--- src/design/assert_macros.svh ---
// Assertion macros shared by the RTL. Define NO_ASSERTIONS to compile them out.
`ifndef ASSERT_MACROS_SVH
`define ASSERT_MACROS_SVH

`ifndef NO_ASSERTIONS

// Check a property on every rising edge outside reset.
`define ASSERT_PROP(lbl, clk, rst_n, prop, msg) \
    lbl: assert property (@(posedge clk) disable iff (!rst_n) (prop)) else $error(msg);

// Check that a condition never holds outside reset.
`define ASSERT_NEVER(lbl, clk, rst_n, cond, msg) \
    lbl: assert property (@(posedge clk) disable iff (!rst_n) !(cond)) else $error(msg);

`else

`define ASSERT_PROP(lbl, clk, rst_n, prop, msg)
`define ASSERT_NEVER(lbl, clk, rst_n, cond, msg)

`endif

`endif

--- src/design/spa_pkg.sv ---
package spa_pkg;

    typedef enum logic [1:0]
    {
        ST_IDLE,
        ST_FETCH,
        ST_CMP
    } spa_state_t;

    typedef enum logic [1:0]
    {
        MODE_LOAD_A = 2'd0,
        MODE_LOAD_B = 2'd1,
        MODE_RUN    = 2'd2,
        MODE_NOP    = 2'd3
    } spa_mode_t;

endpackage

--- src/design/spa_ram.sv ---
module spa_ram #(
    parameter int WIDTH  = 24,
    parameter int DEPTH  = 16,
    parameter int ADDR_W = (DEPTH > 1) ? $clog2(DEPTH) : 1
) (
    input  logic              clk,
    input  logic              we,
    input  logic [ADDR_W-1:0] waddr,
    input  logic [WIDTH-1:0]  wdata,
    input  logic [ADDR_W-1:0] raddr,
    output logic [WIDTH-1:0]  rdata
);

    logic [WIDTH-1:0] mem [DEPTH];
    logic [WIDTH-1:0] rdata_reg;

    always_ff @(posedge clk)
    begin
        if (we)
        begin
            mem[waddr] <= wdata;
        end
        rdata_reg <= mem[raddr];
    end

    assign rdata = rdata_reg;

endmodule

--- src/design/sparse_polynomial_adder.sv ---
// Channel  Dir  Handshake           Payload
// s_       in   s_tvalid/s_tready   s_tuser = mode, s_tdata = coeff_in, expo_in
// m_       out  m_tvalid/m_tready   m_tdata = coeff_out, expo_out, m_tlast = last,
//                                   m_tuser = empty_res, overflow
//
// A run reads the two term RAMs, whose read is registered, and then compares and
// emits, once per result term; an empty run still emits one term. The term RAMs need
// no clearing after reset; only the control registers (state, counts, read indexes,
// drop flag, output valid) reset. A stalled output holds the merge in the compare
// step with its read data; loads are taken only between runs.
`include "assert_macros.svh"

module sparse_polynomial_adder #(
    parameter int TERMS_PER_LIST = 16,
    parameter int COEFF_BITS     = 16,
    parameter int EXPO_BITS      = 8
) (
    input  logic                                                  clk,
    input  logic                                                  rst_n,
    input  logic                                                  s_tvalid,
    output logic                                                  s_tready,
    // [COEFF_BITS-1:0] coeff_in, then expo_in, zero padded to bytes
    input  logic [((COEFF_BITS + EXPO_BITS + 7) / 8) * 8 - 1:0]   s_tdata,
    // [1:0] mode
    input  logic [1:0]                                            s_tuser,
    output logic                                                  m_tvalid,
    input  logic                                                  m_tready,
    // [COEFF_BITS:0] coeff_out, then expo_out, zero padded to bytes
    output logic [((COEFF_BITS + 1 + EXPO_BITS + 7) / 8) * 8 - 1:0] m_tdata,
    output logic                                                  m_tlast,
    // [0] empty_res, [1] overflow
    output logic [1:0]                                            m_tuser
);

    import spa_pkg::*;

    localparam int TERM_W = COEFF_BITS + EXPO_BITS;
    localparam int OUT_DW = ((COEFF_BITS + 1 + EXPO_BITS + 7) / 8) * 8;
    localparam int CNT_W  = $clog2(TERMS_PER_LIST + 1);
    localparam int IDX_W  = (TERMS_PER_LIST > 1) ? $clog2(TERMS_PER_LIST) : 1;
    localparam logic [CNT_W-1:0] FULL = CNT_W'(TERMS_PER_LIST);

    spa_state_t state_reg, state_next;

    logic [CNT_W-1:0] first_cnt_reg, second_cnt_reg;
    logic [CNT_W-1:0] a_reg, b_reg, a_next, b_next;
    logic             dropped_reg;

    logic                        out_valid_reg;
    logic signed [COEFF_BITS:0]  coeff_out_reg;
    logic [EXPO_BITS-1:0]        expo_out_reg;
    logic                        last_out_reg;
    logic                        empty_out_reg;
    logic                        ovf_out_reg;

    logic        in_fire;
    logic        emit_en;
    spa_mode_t   mode;
    logic        we_a, we_b;
    logic [TERM_W-1:0] rd_a, rd_b;

    logic                       a_has, b_has, take_a, take_b;
    logic [EXPO_BITS-1:0]       ea, eb;
    logic signed [COEFF_BITS:0] ca_x, cb_x;
    logic signed [COEFF_BITS:0] coeff_sel;
    logic [EXPO_BITS-1:0]       expo_sel;
    logic                       last_sel;

    assign mode    = spa_mode_t'(s_tuser);
    assign in_fire = s_tvalid && s_tready;
    assign we_a    = in_fire && (mode == MODE_LOAD_A) && (first_cnt_reg < FULL);
    assign we_b    = in_fire && (mode == MODE_LOAD_B) && (second_cnt_reg < FULL);

    spa_ram #(
        .WIDTH (TERM_W),
        .DEPTH (TERMS_PER_LIST)
    ) u_ram_a (
        .clk   (clk),
        .we    (we_a),
        .waddr (first_cnt_reg[IDX_W-1:0]),
        .wdata (s_tdata[TERM_W-1:0]),
        .raddr (a_reg[IDX_W-1:0]),
        .rdata (rd_a)
    );

    spa_ram #(
        .WIDTH (TERM_W),
        .DEPTH (TERMS_PER_LIST)
    ) u_ram_b (
        .clk   (clk),
        .we    (we_b),
        .waddr (second_cnt_reg[IDX_W-1:0]),
        .wdata (s_tdata[TERM_W-1:0]),
        .raddr (b_reg[IDX_W-1:0]),
        .rdata (rd_b)
    );

    // Merge step on the two list heads
    always_comb
    begin
        a_has = a_reg < first_cnt_reg;
        b_has = b_reg < second_cnt_reg;
        ea    = rd_a[TERM_W-1:COEFF_BITS];
        eb    = rd_b[TERM_W-1:COEFF_BITS];
        ca_x  = signed'({rd_a[COEFF_BITS-1], rd_a[COEFF_BITS-1:0]});
        cb_x  = signed'({rd_b[COEFF_BITS-1], rd_b[COEFF_BITS-1:0]});
        if (a_has && b_has)
        begin
            take_a = (ea >= eb);
            take_b = (eb >= ea);
        end
        else
        begin
            take_a = a_has;
            take_b = b_has;
        end
        case ({take_a, take_b})
            2'b11:   coeff_sel = ca_x + cb_x;
            2'b10:   coeff_sel = ca_x;
            2'b01:   coeff_sel = cb_x;
            default: coeff_sel = '0;
        endcase
        expo_sel = take_a ? ea : (take_b ? eb : '0);
        a_next   = a_reg + CNT_W'(take_a);
        b_next   = b_reg + CNT_W'(take_b);
        last_sel = (a_next >= first_cnt_reg) && (b_next >= second_cnt_reg);
    end

    always_comb
    begin
        state_next = state_reg;
        case (state_reg)
            ST_IDLE:
            begin
                if (in_fire && (mode == MODE_RUN))
                begin
                    state_next = ST_FETCH;
                end
            end
            ST_FETCH:
            begin
                state_next = ST_CMP;
            end
            ST_CMP:
            begin
                if (emit_en)
                begin
                    state_next = last_sel ? ST_IDLE : ST_FETCH;
                end
            end
            default:
            begin
                state_next = ST_IDLE;
            end
        endcase
    end

    always_comb
    begin
        s_tready = 1'b0;
        emit_en  = 1'b0;
        case (state_reg)
            ST_IDLE:  s_tready = 1'b1;
            ST_CMP:   emit_en  = !out_valid_reg || m_tready;
            default:
            begin
                s_tready = 1'b0;
                emit_en  = 1'b0;
            end
        endcase
    end

    always_ff @(posedge clk or negedge rst_n)
    begin
        if (!rst_n)
        begin
            state_reg      <= ST_IDLE;
            first_cnt_reg  <= '0;
            second_cnt_reg <= '0;
            a_reg          <= '0;
            b_reg          <= '0;
            dropped_reg    <= 1'b0;
            out_valid_reg  <= 1'b0;
        end
        else
        begin
            state_reg <= state_next;
            if (we_a)
            begin
                first_cnt_reg <= first_cnt_reg + 1'b1;
            end
            if (we_b)
            begin
                second_cnt_reg <= second_cnt_reg + 1'b1;
            end
            if (in_fire && (mode inside {MODE_LOAD_A, MODE_LOAD_B}) && !we_a && !we_b)
            begin
                dropped_reg <= 1'b1;
            end
            if (in_fire && (mode == MODE_RUN))
            begin
                a_reg <= '0;
                b_reg <= '0;
            end
            if (emit_en)
            begin
                if (last_sel)
                begin
                    // run done: clear the lists, the read indexes and the drop flag
                    a_reg          <= '0;
                    b_reg          <= '0;
                    first_cnt_reg  <= '0;
                    second_cnt_reg <= '0;
                    dropped_reg    <= 1'b0;
                end
                else
                begin
                    a_reg <= a_next;
                    b_reg <= b_next;
                end
            end
            if (emit_en)
            begin
                out_valid_reg <= 1'b1;
            end
            else if (m_tready)
            begin
                out_valid_reg <= 1'b0;
            end
        end
    end

    always_ff @(posedge clk)
    begin
        if (emit_en)
        begin
            coeff_out_reg <= coeff_sel;
            expo_out_reg  <= expo_sel;
            last_out_reg  <= last_sel;
            empty_out_reg <= !take_a && !take_b;
            ovf_out_reg   <= dropped_reg;
        end
    end

    assign m_tvalid = out_valid_reg;
    assign m_tdata  = OUT_DW'({expo_out_reg, coeff_out_reg});
    assign m_tlast  = last_out_reg;
    assign m_tuser  = {ovf_out_reg, empty_out_reg};

    `ASSERT_NEVER(a_within_count, clk, rst_n, a_reg > first_cnt_reg,
                  "first list read index past its count")
    `ASSERT_NEVER(count_within_depth, clk, rst_n,
                  (first_cnt_reg > FULL) || (second_cnt_reg > FULL),
                  "term count beyond list depth")
    `ASSERT_PROP(emit_loads_output, clk, rst_n, emit_en |=> out_valid_reg,
                 "emitted term not presented")
    `ASSERT_PROP(stall_holds_merge, clk, rst_n,
                 (state_reg == ST_CMP) && out_valid_reg && !m_tready |=> state_reg == ST_CMP,
                 "merge advanced under output stall")
    `ASSERT_PROP(last_clears_lists, clk, rst_n,
                 emit_en && last_sel |=> (first_cnt_reg == '0) && (second_cnt_reg == '0),
                 "lists not cleared after run")

endmodule

--- config.mk ---
export PLATFORM = sky130hd
export DESIGN_NAME = sparse_polynomial_adder
export DESIGN_NICKNAME = d
export VERILOG_FILES = /design/src/design/spa_pkg.sv /design/src/design/spa_ram.sv /design/src/design/sparse_polynomial_adder.sv
export VERILOG_INCLUDE_DIRS = /design/src /design/src/design
export SDC_FILE = /design/constraint.sdc
export NUM_CORES = 1
export LEC_CHECK = 0
export BUFFER_PORTS_ARGS = -buffer_cell sky130_fd_sc_hd__buf_4
export CAP_MARGIN = 20
export CORE_ASPECT_RATIO = 1.5
export CORE_MARGIN = 4
export CORE_UTILIZATION = 43
export DETAILED_ROUTE_END_ITERATION = 10
export GPL_TIMING_DRIVEN = 0
export MAX_ROUTING_LAYER = met4
export PLACE_DENSITY = 0.63
export RECOVER_POWER = 100
export SLEW_MARGIN = 30
export SYNTH_ARGS = -nofsm -noshare
export SYNTH_HDL_FRONTEND = slang
export SYNTH_SLANG_ARGS = --single-unit
export TNS_END_PERCENT = 5
--- constraint.sdc ---
create_clock -name clk -period 5.3 [get_ports clk]
set_input_delay 1.06 -clock clk [delete_from_list [all_inputs] [get_ports clk]]
set_output_delay 1.06 -clock clk [all_outputs]
set_load 0.005 [all_outputs]
Yosys cells after proc, flatten, opt, wreduce, memory -nomap -nowiden
Memory sizes are Yosys's and may differ from the RTL's. A register that Yosys moved wholly into a read port is not among the register bits.
Index checks and enable logic that the tools add are counted.
Cells by class
  reduce and logical (&&, ||, !) cells: 24
  muxes and demuxes: 31
  eq/ne operators: 9
  magnitude comparators: 8
  add/subtract/negate cells: 5
Operators by type and width (count)
  5-bit two-way mux: 11
  17-bit one-hot mux with 3 select lines: 1
  16-bit by 16-bit adder with 17-bit output: 1
  8-bit >= comparator: 2
  8-bit two-way mux: 2
  1-bit two-way mux: 14
  1-bit logical AND: 12
  5-bit by 1-bit adder with 5-bit output: 2
  5-bit by 1-bit adder with 5-bit output (second input constant): 2
  5-bit >= comparator: 2
  5-bit < comparator: 2
  5-bit < comparator (second input constant): 2
  2-bit equality test (second input constant): 4
  2-bit by 1-bit equality test with 1-bit output (second input constant): 3
  2-bit one-hot mux with 3 select lines: 1
  2-bit nonzero test: 3
  1-bit logical NOT: 5
  2-bit logical NOT: 2
  2-bit two-way mux: 2
  2-bit inequality test (second input constant): 2
  2-bit AND reduction: 1
  1-bit logical OR: 1
Storage, ports and cells
  logic and storage cells: 91
  input bits: 30
  output and inout bits: 37
  memories kept: 2
  RAM bits: 768
  register bits: 52
Memory list
  u_ram_a.mem: words 16, width 24, read ports 1, clocked after Yosys merged registers in 1, write ports 1, RTL line spa_ram.sv:14  | logic [WIDTH-1:0] mem [DEPTH];
  u_ram_b.mem: words 16, width 24, read ports 1, clocked after Yosys merged registers in 1, write ports 1, RTL line spa_ram.sv:14

Logic depth before layout (Yosys ltp)
  depth after elaboration: 11
  mapped depth: 20
  depth with buffers taken out: 18

Modules after synthesis
Synthesis repeated with hierarchy kept, for this count alone.
Unflattened totals
  cells, all modules: 1653
  area total of the unflattened synthesis: 33647.3 um^2
Modules (own cells, without submodules)
  spa_ram: area each 14930.6 um^2, cells an instance 636, seq. area each 12011.5 um^2, times used 2
  sparse_polynomial_adder: area each 3786.1 um^2, cells an instance 381, seq. area each 1441.4 um^2, times used 1

Least setup slack after synthesis
Ideal clock, no wire load.
  path type: input port to flip-flop
  start: in s_tuser[1]
  end: mem u_ram_b.mem[3][0] (enable)
  cell stages on the path: 5
  arrival: 3.636 ns
  data required time: 4.865 ns
  slack: 1.229 ns
  library setup time: 0.435 ns
  buffers on the path: 0
  path through: nor4b_1 nand2_1 nor2_2 nand2_1 nor3_1
Between the ends
  word-level cells in the longest chain between the ends: 5
RTL lines
  start, declared: RTL line sparse_polynomial_adder.sv:25  | input logic [1:0] s_tuser,
  2-bit by 1-bit equality test with 1-bit output: RTL line sparse_polynomial_adder.sv:72  | assign we_b = in_fire && (mode == MODE_LOAD_B) && (second_cnt_reg < FULL);
  1-bit logical AND (2 in a row): RTL line sparse_polynomial_adder.sv:72
  1-bit two-way mux: RTL line spa_ram.sv:19  | if (we)
  1-bit two-way mux (not written as such): RTL line spa_ram.sv:21  | mem[waddr] <= wdata;
  end, declared: RTL line spa_ram.sv:14
No other way between the ends.

Final worst setup path
  start: reg first_cnt_reg[2]
  end: reg a_reg[1]
Between the ends
  word-level cells in the longest chain between the ends: 8
  elaborated cells on any way between the ends: 11
  those cells by class: add/sub (2); order compare (3); mux (4); reduce/logical (2)
RTL lines
  start, declared: RTL line sparse_polynomial_adder.sv:45  | logic [CNT_W-1:0] first_cnt_reg, second_cnt_reg;
  start signal, assigned: RTL line sparse_polynomial_adder.sv:190  | first_cnt_reg <= first_cnt_reg + 1'b1;
  5-bit < comparator: RTL line sparse_polynomial_adder.sv:101  | a_has = a_reg < first_cnt_reg;
  1-bit logical AND: RTL line sparse_polynomial_adder.sv:107  | if (a_has && b_has)
  1-bit two-way mux: RTL line sparse_polynomial_adder.sv:107
  5-bit by 1-bit adder with 5-bit output (on tied branches): RTL line sparse_polynomial_adder.sv:124, sparse_polynomial_adder.sv:125
  5-bit >= comparator: RTL line sparse_polynomial_adder.sv:126  | last_sel = (a_next >= first_cnt_reg) && (b_next >= second_cnt_reg);
  1-bit logical AND (*): RTL line sparse_polynomial_adder.sv:126
  named net last_sel: RTL line sparse_polynomial_adder.sv:67  | logic last_sel;
  5-bit two-way mux (*): RTL line sparse_polynomial_adder.sv:207  | if (last_sel)
  5-bit two-way mux (*): RTL line sparse_polynomial_adder.sv:205  | if (emit_en)
  end signal, assigned: RTL line sparse_polynomial_adder.sv:218  | a_reg <= a_next;
  end, declared: RTL line sparse_polynomial_adder.sv:46  | logic [CNT_W-1:0] a_reg, b_reg, a_next, b_next;
Mark *: on every way through the listed nets, which the timed path passes. The rest lies on a longest branch.
A chain may end at the register's enable or synchronous reset.

==> flow_metrics.env <==
export IMPL_ys_seq_elements=868
export IMPL_critical_path_max_fanout=10
export IMPL_post_drt_wl_per_cell_microns=28.7
export IMPL_dr_pass1_iters=5
export IMPL_outcome="complete, but fails checks"
export IMPL_postRouteWirelength_microns=81000
export IMPL_slew_headroom=-0.0343
export IMPL_arrival_ns=5.37
export IMPL_grt_first_pass_wirelength_microns=118000
export IMPL_synth_distinct_cells=52
export IMPL_clock_latency_ns=0.63
export IMPL_cp_end_kind="flip-flop"
export IMPL_grt_pass1_vias=17039
export IMPL_via_per_inst=5.72
export IMPL_ant_nets=0
export IMPL_drcViolationCount=0
export IMPL_dr_first_iter_drc_count=1485
export IMPL_area_delta_synth_final_pct=12.9
export IMPL_tightest_slew_ns=1.55
export IMPL_cts_buffers=77
export IMPL_place_gp_congestion=0.943
export IMPL_startpoint_type="flip-flop"
export IMPL_cts_hold_buf=0
export IMPL_reg_largest_list="u_ram_a.mem (384), u_ram_b.mem (384)"
export IMPL_placementRows=125
export IMPL_clock_path_buffers=3
export IMPL_hpwl_microns=57000
export IMPL_start_util=0.435
export IMPL_grt_antenna_before_repair=1
export IMPL_worst_hold_path_type="reg2reg"
export IMPL_dp_slack_ns=0.214
export IMPL_cts_tree="done"
export IMPL_finalNetCount=1828
export IMPL_slowest_stage="a21oi_4"
export IMPL_crit_chain="clkbuf_1, inv_1, ha_1, a21o_1, a31oi_1, o21ai_1, a21oi_4, buf_2, ha_1, ha_1, nand3_1, xnor2_1, ha_1, o211ai_1, a22oi_1, nor2b_1, clkbuf_1, a22o_1"
export IMPL_worst_slack_ns=0.445
export IMPL_synth_async_reset_ratio=0.0276
export IMPL_yosysSeqAreaShare=0.755
export IMPL_ir_drop_mv=0.209
export IMPL_fmax_mhz=206
export IMPL_io_pins=67
export IMPL_maxCapViolCount=6
export IMPL_finClkSkew_ns=0.0243
export IMPL_rsz0062_at_grt="false"
export IMPL_maxSlewViolCount=87
export IMPL_post_cts_buffers=0
export IMPL_fin_crit_sh=0.916
export IMPL_cts_sink_count=868
export IMPL_drive_gt1_frac=0.234
export IMPL_hold_ws_ns=0.465
export IMPL_num_vias=16145
export IMPL_leakagePower_nw=12.1
export IMPL_path_class="reg2reg"
export IMPL_syn_inst=1533
export IMPL_clk_pin_slew_ns=0.07
export IMPL_ys_flop_type="edfxtp_1"
export IMPL_fp_dieW_microns=237
export IMPL_grt_ovfl_total=0
export IMPL_violations="capacitance limit, slew limit"
export IMPL_hold_violations=0
export IMPL_avgSynthCellArea_sq_um=22.0
export IMPL_die_area_sq_mm=0.0831
export IMPL_syn_cell_area_sq_mm=0.0337
export IMPL_coreArea_sq_mm=0.0776
export IMPL_numPortBuffers=59
export IMPL_synth_edf_count=796
export IMPL_post_route_min_period_ns=4.85
export IMPL_grtUsageTotal=0.202
export IMPL_p_per_area_mw_per_mm2=504
export IMPL_crit_required_ns=5.81
export IMPL_htree_levels=3
export IMPL_crit_top_cell="ha_1"
export IMPL_crit_path_max_incr_delay_ns=0.39
export IMPL_ys_warn_count=0
export IMPL_setup_violations=0
export IMPL_root_buffer="clkbuf_16"
export IMPL_grt_max_degree=33
export IMPL_dieHeight_microns=351
export IMPL_fill_cells=6370
## worst max-delay path, delay by kind of cell, from the launching register on
family,cells,cell delay (ns)
compound gates,7,1.80
flops,1,0.32
xor+xnor,1,0.20
fa+ha+maj,4,1.09
simple gates,2,0.21
buf+inv,4,1.13
## area by class of cell
| type | count | area, sq um | area share |
|---|---|---|---|
| Sequential cell | 868 | 25500 | 0.668 |
| Multi-Input combinational cell | 571 | 7780 | 0.204 |
| Clock buffer | 105 | 2190 | 0.0574 |
| Tap cell | 1016 | 1270 | 0.0334 |
| Timing Repair Buffer | 126 | 571 | 0.0150 |
| Buffer | 76 | 418 | 0.0110 |
| Clock inverter | 35 | 315 | 0.00828 |
| Inverter | 23 | 86.3 | 0.00227 |
| Antenna cell | 2 | 5.00 | 0.000131 |
## cell families after synthesis
group,count (synthesis),synth area share
buffers and inverters,100,0.0154
xor gates and xnor gates,26,0.00675
and+or+nand+nor,130,0.0178
other,1,0.000111
adders and majority gates,55,0.0206
DFF,868,0.755
muxes,246,0.162
AOI/OAI and AO/OA,107,0.0224
## report_power, final
part | switching [mW] | internal [mW] | leakage (nW)
Clock | 2.42 | 3.14 | 1.22
Combinational | 3.04 | 2.27 | 3.00
Sequential | 0.306 | 8.02 | 7.86
## Yosys cell counts (2+ instances only)
cell type  number  share of area
and2_1          4        0.00074
mux4_2        240           0.16
nand2_1        31         0.0034
a22o_1         20         0.0052
nor2_1         45         0.0050
buf_2          29         0.0043
mux2i_1         4         0.0012
dfrtp_1        24          0.018
mux2_1          2        0.00067
o21a_1          3        0.00067
o211ai_1        6         0.0013
inv_1          23         0.0026
o21ai_2         2        0.00052
buf_6          10         0.0033
buf_4           9         0.0020
and3_1          6         0.0011
xor2_1          9         0.0023
nand2b_1        9         0.0017
a21o_1          8         0.0018
o21ai_0         8         0.0012
clkbuf_1       28         0.0031
nand4_1         5        0.00093
o31ai_1         2        0.00044
a22oi_1         9         0.0020
nor2b_1         6         0.0011
nand3_1        10         0.0015
a221o_1         2        0.00059
xnor2_1        17         0.0044
edfxtp_1      796           0.71
nor3_1         10         0.0015
dfxtp_1        48          0.028
a31oi_1         5        0.00093
ha_1           54          0.020
a21oi_1        22         0.0033
o21ai_1        10         0.0015
## through the flow
stage	util	cells	instance area (sq um)	total power [mW]	setup TNS, ns
after floorplan	-	1539	33800	11.9	0
after global placement	0.457	2614	35500	13.7	-249.38
after detailed placement	0.475	2681	36800	14.0	0
after CTS	0.507	2821	39300	19.5	0
after global routing	0.491	2821	38100	20.0	0
final	0.491	2822	38100	19.2	0
## layout by cell type, fill, tap and decap left out, types with 7 or more instances in the layout
cell / instances
clkbuf_1: 153
dfxtp_1: 48
xnor2_1: 17
conb_1: 7
mux4_2: 240
o21ai_0: 14
nor3_1: 10
clkbuf_16: 80
xor2_1: 9
edfxtp_1: 796
buf_2: 19
buf_6: 10
inv_1: 23
clkinv_2: 10
nand2_1: 31
a21o_1: 8
nand3_1: 10
clkbuf_8: 9
ha_1: 54
dfrtp_1: 24
a21oi_1: 22
clkinv_1: 13
nand2b_1: 9
a22o_1: 20
nor2_1: 46
buf_4: 11
a22oi_1: 9
clkbuf_4: 24
## final timing paths
| check | startpoint | to | slack, ns | cells past startpoint |
|---|---|---|---|---|
| worst max-delay path | first_cnt_reg[2] | a_reg[1] | 0.45 | 18 |
| worst min-delay path | dropped_reg | ovf_out_reg | 0.47 | 0 |
| worst max register to register | first_cnt_reg[2] | a_reg[1] | 0.45 | 18 |
| worst min register to register | dropped_reg | ovf_out_reg | 0.47 | 0 |
| max in group asynchronous | rst_n | a_reg[2] | 3.68 | 1 |
| min in group asynchronous | rst_n | state_reg[1] | 0.77 | 1 |
## per-layer routing
layer | global-route usage | up-vias | wire length, microns
met1 | 0.225 | 8668 | 29000
met4 | 0.0780 | 0 | 3000
li1 | - | 6802 | -
met3 | 0.0223 | 150 | 3400
met2 | 0.374 | 525 | 45600
met5 | - | - | 0
## repair_timing
| action | in CTS | in global routing |
|---|---|---|
| setup endpoints to repair | 0 | 20 |
| endpoints found under the hold margin | 0 | 0 |
| resized for setup | 0 | 1 |
Power figures use the tool's default switching activity.
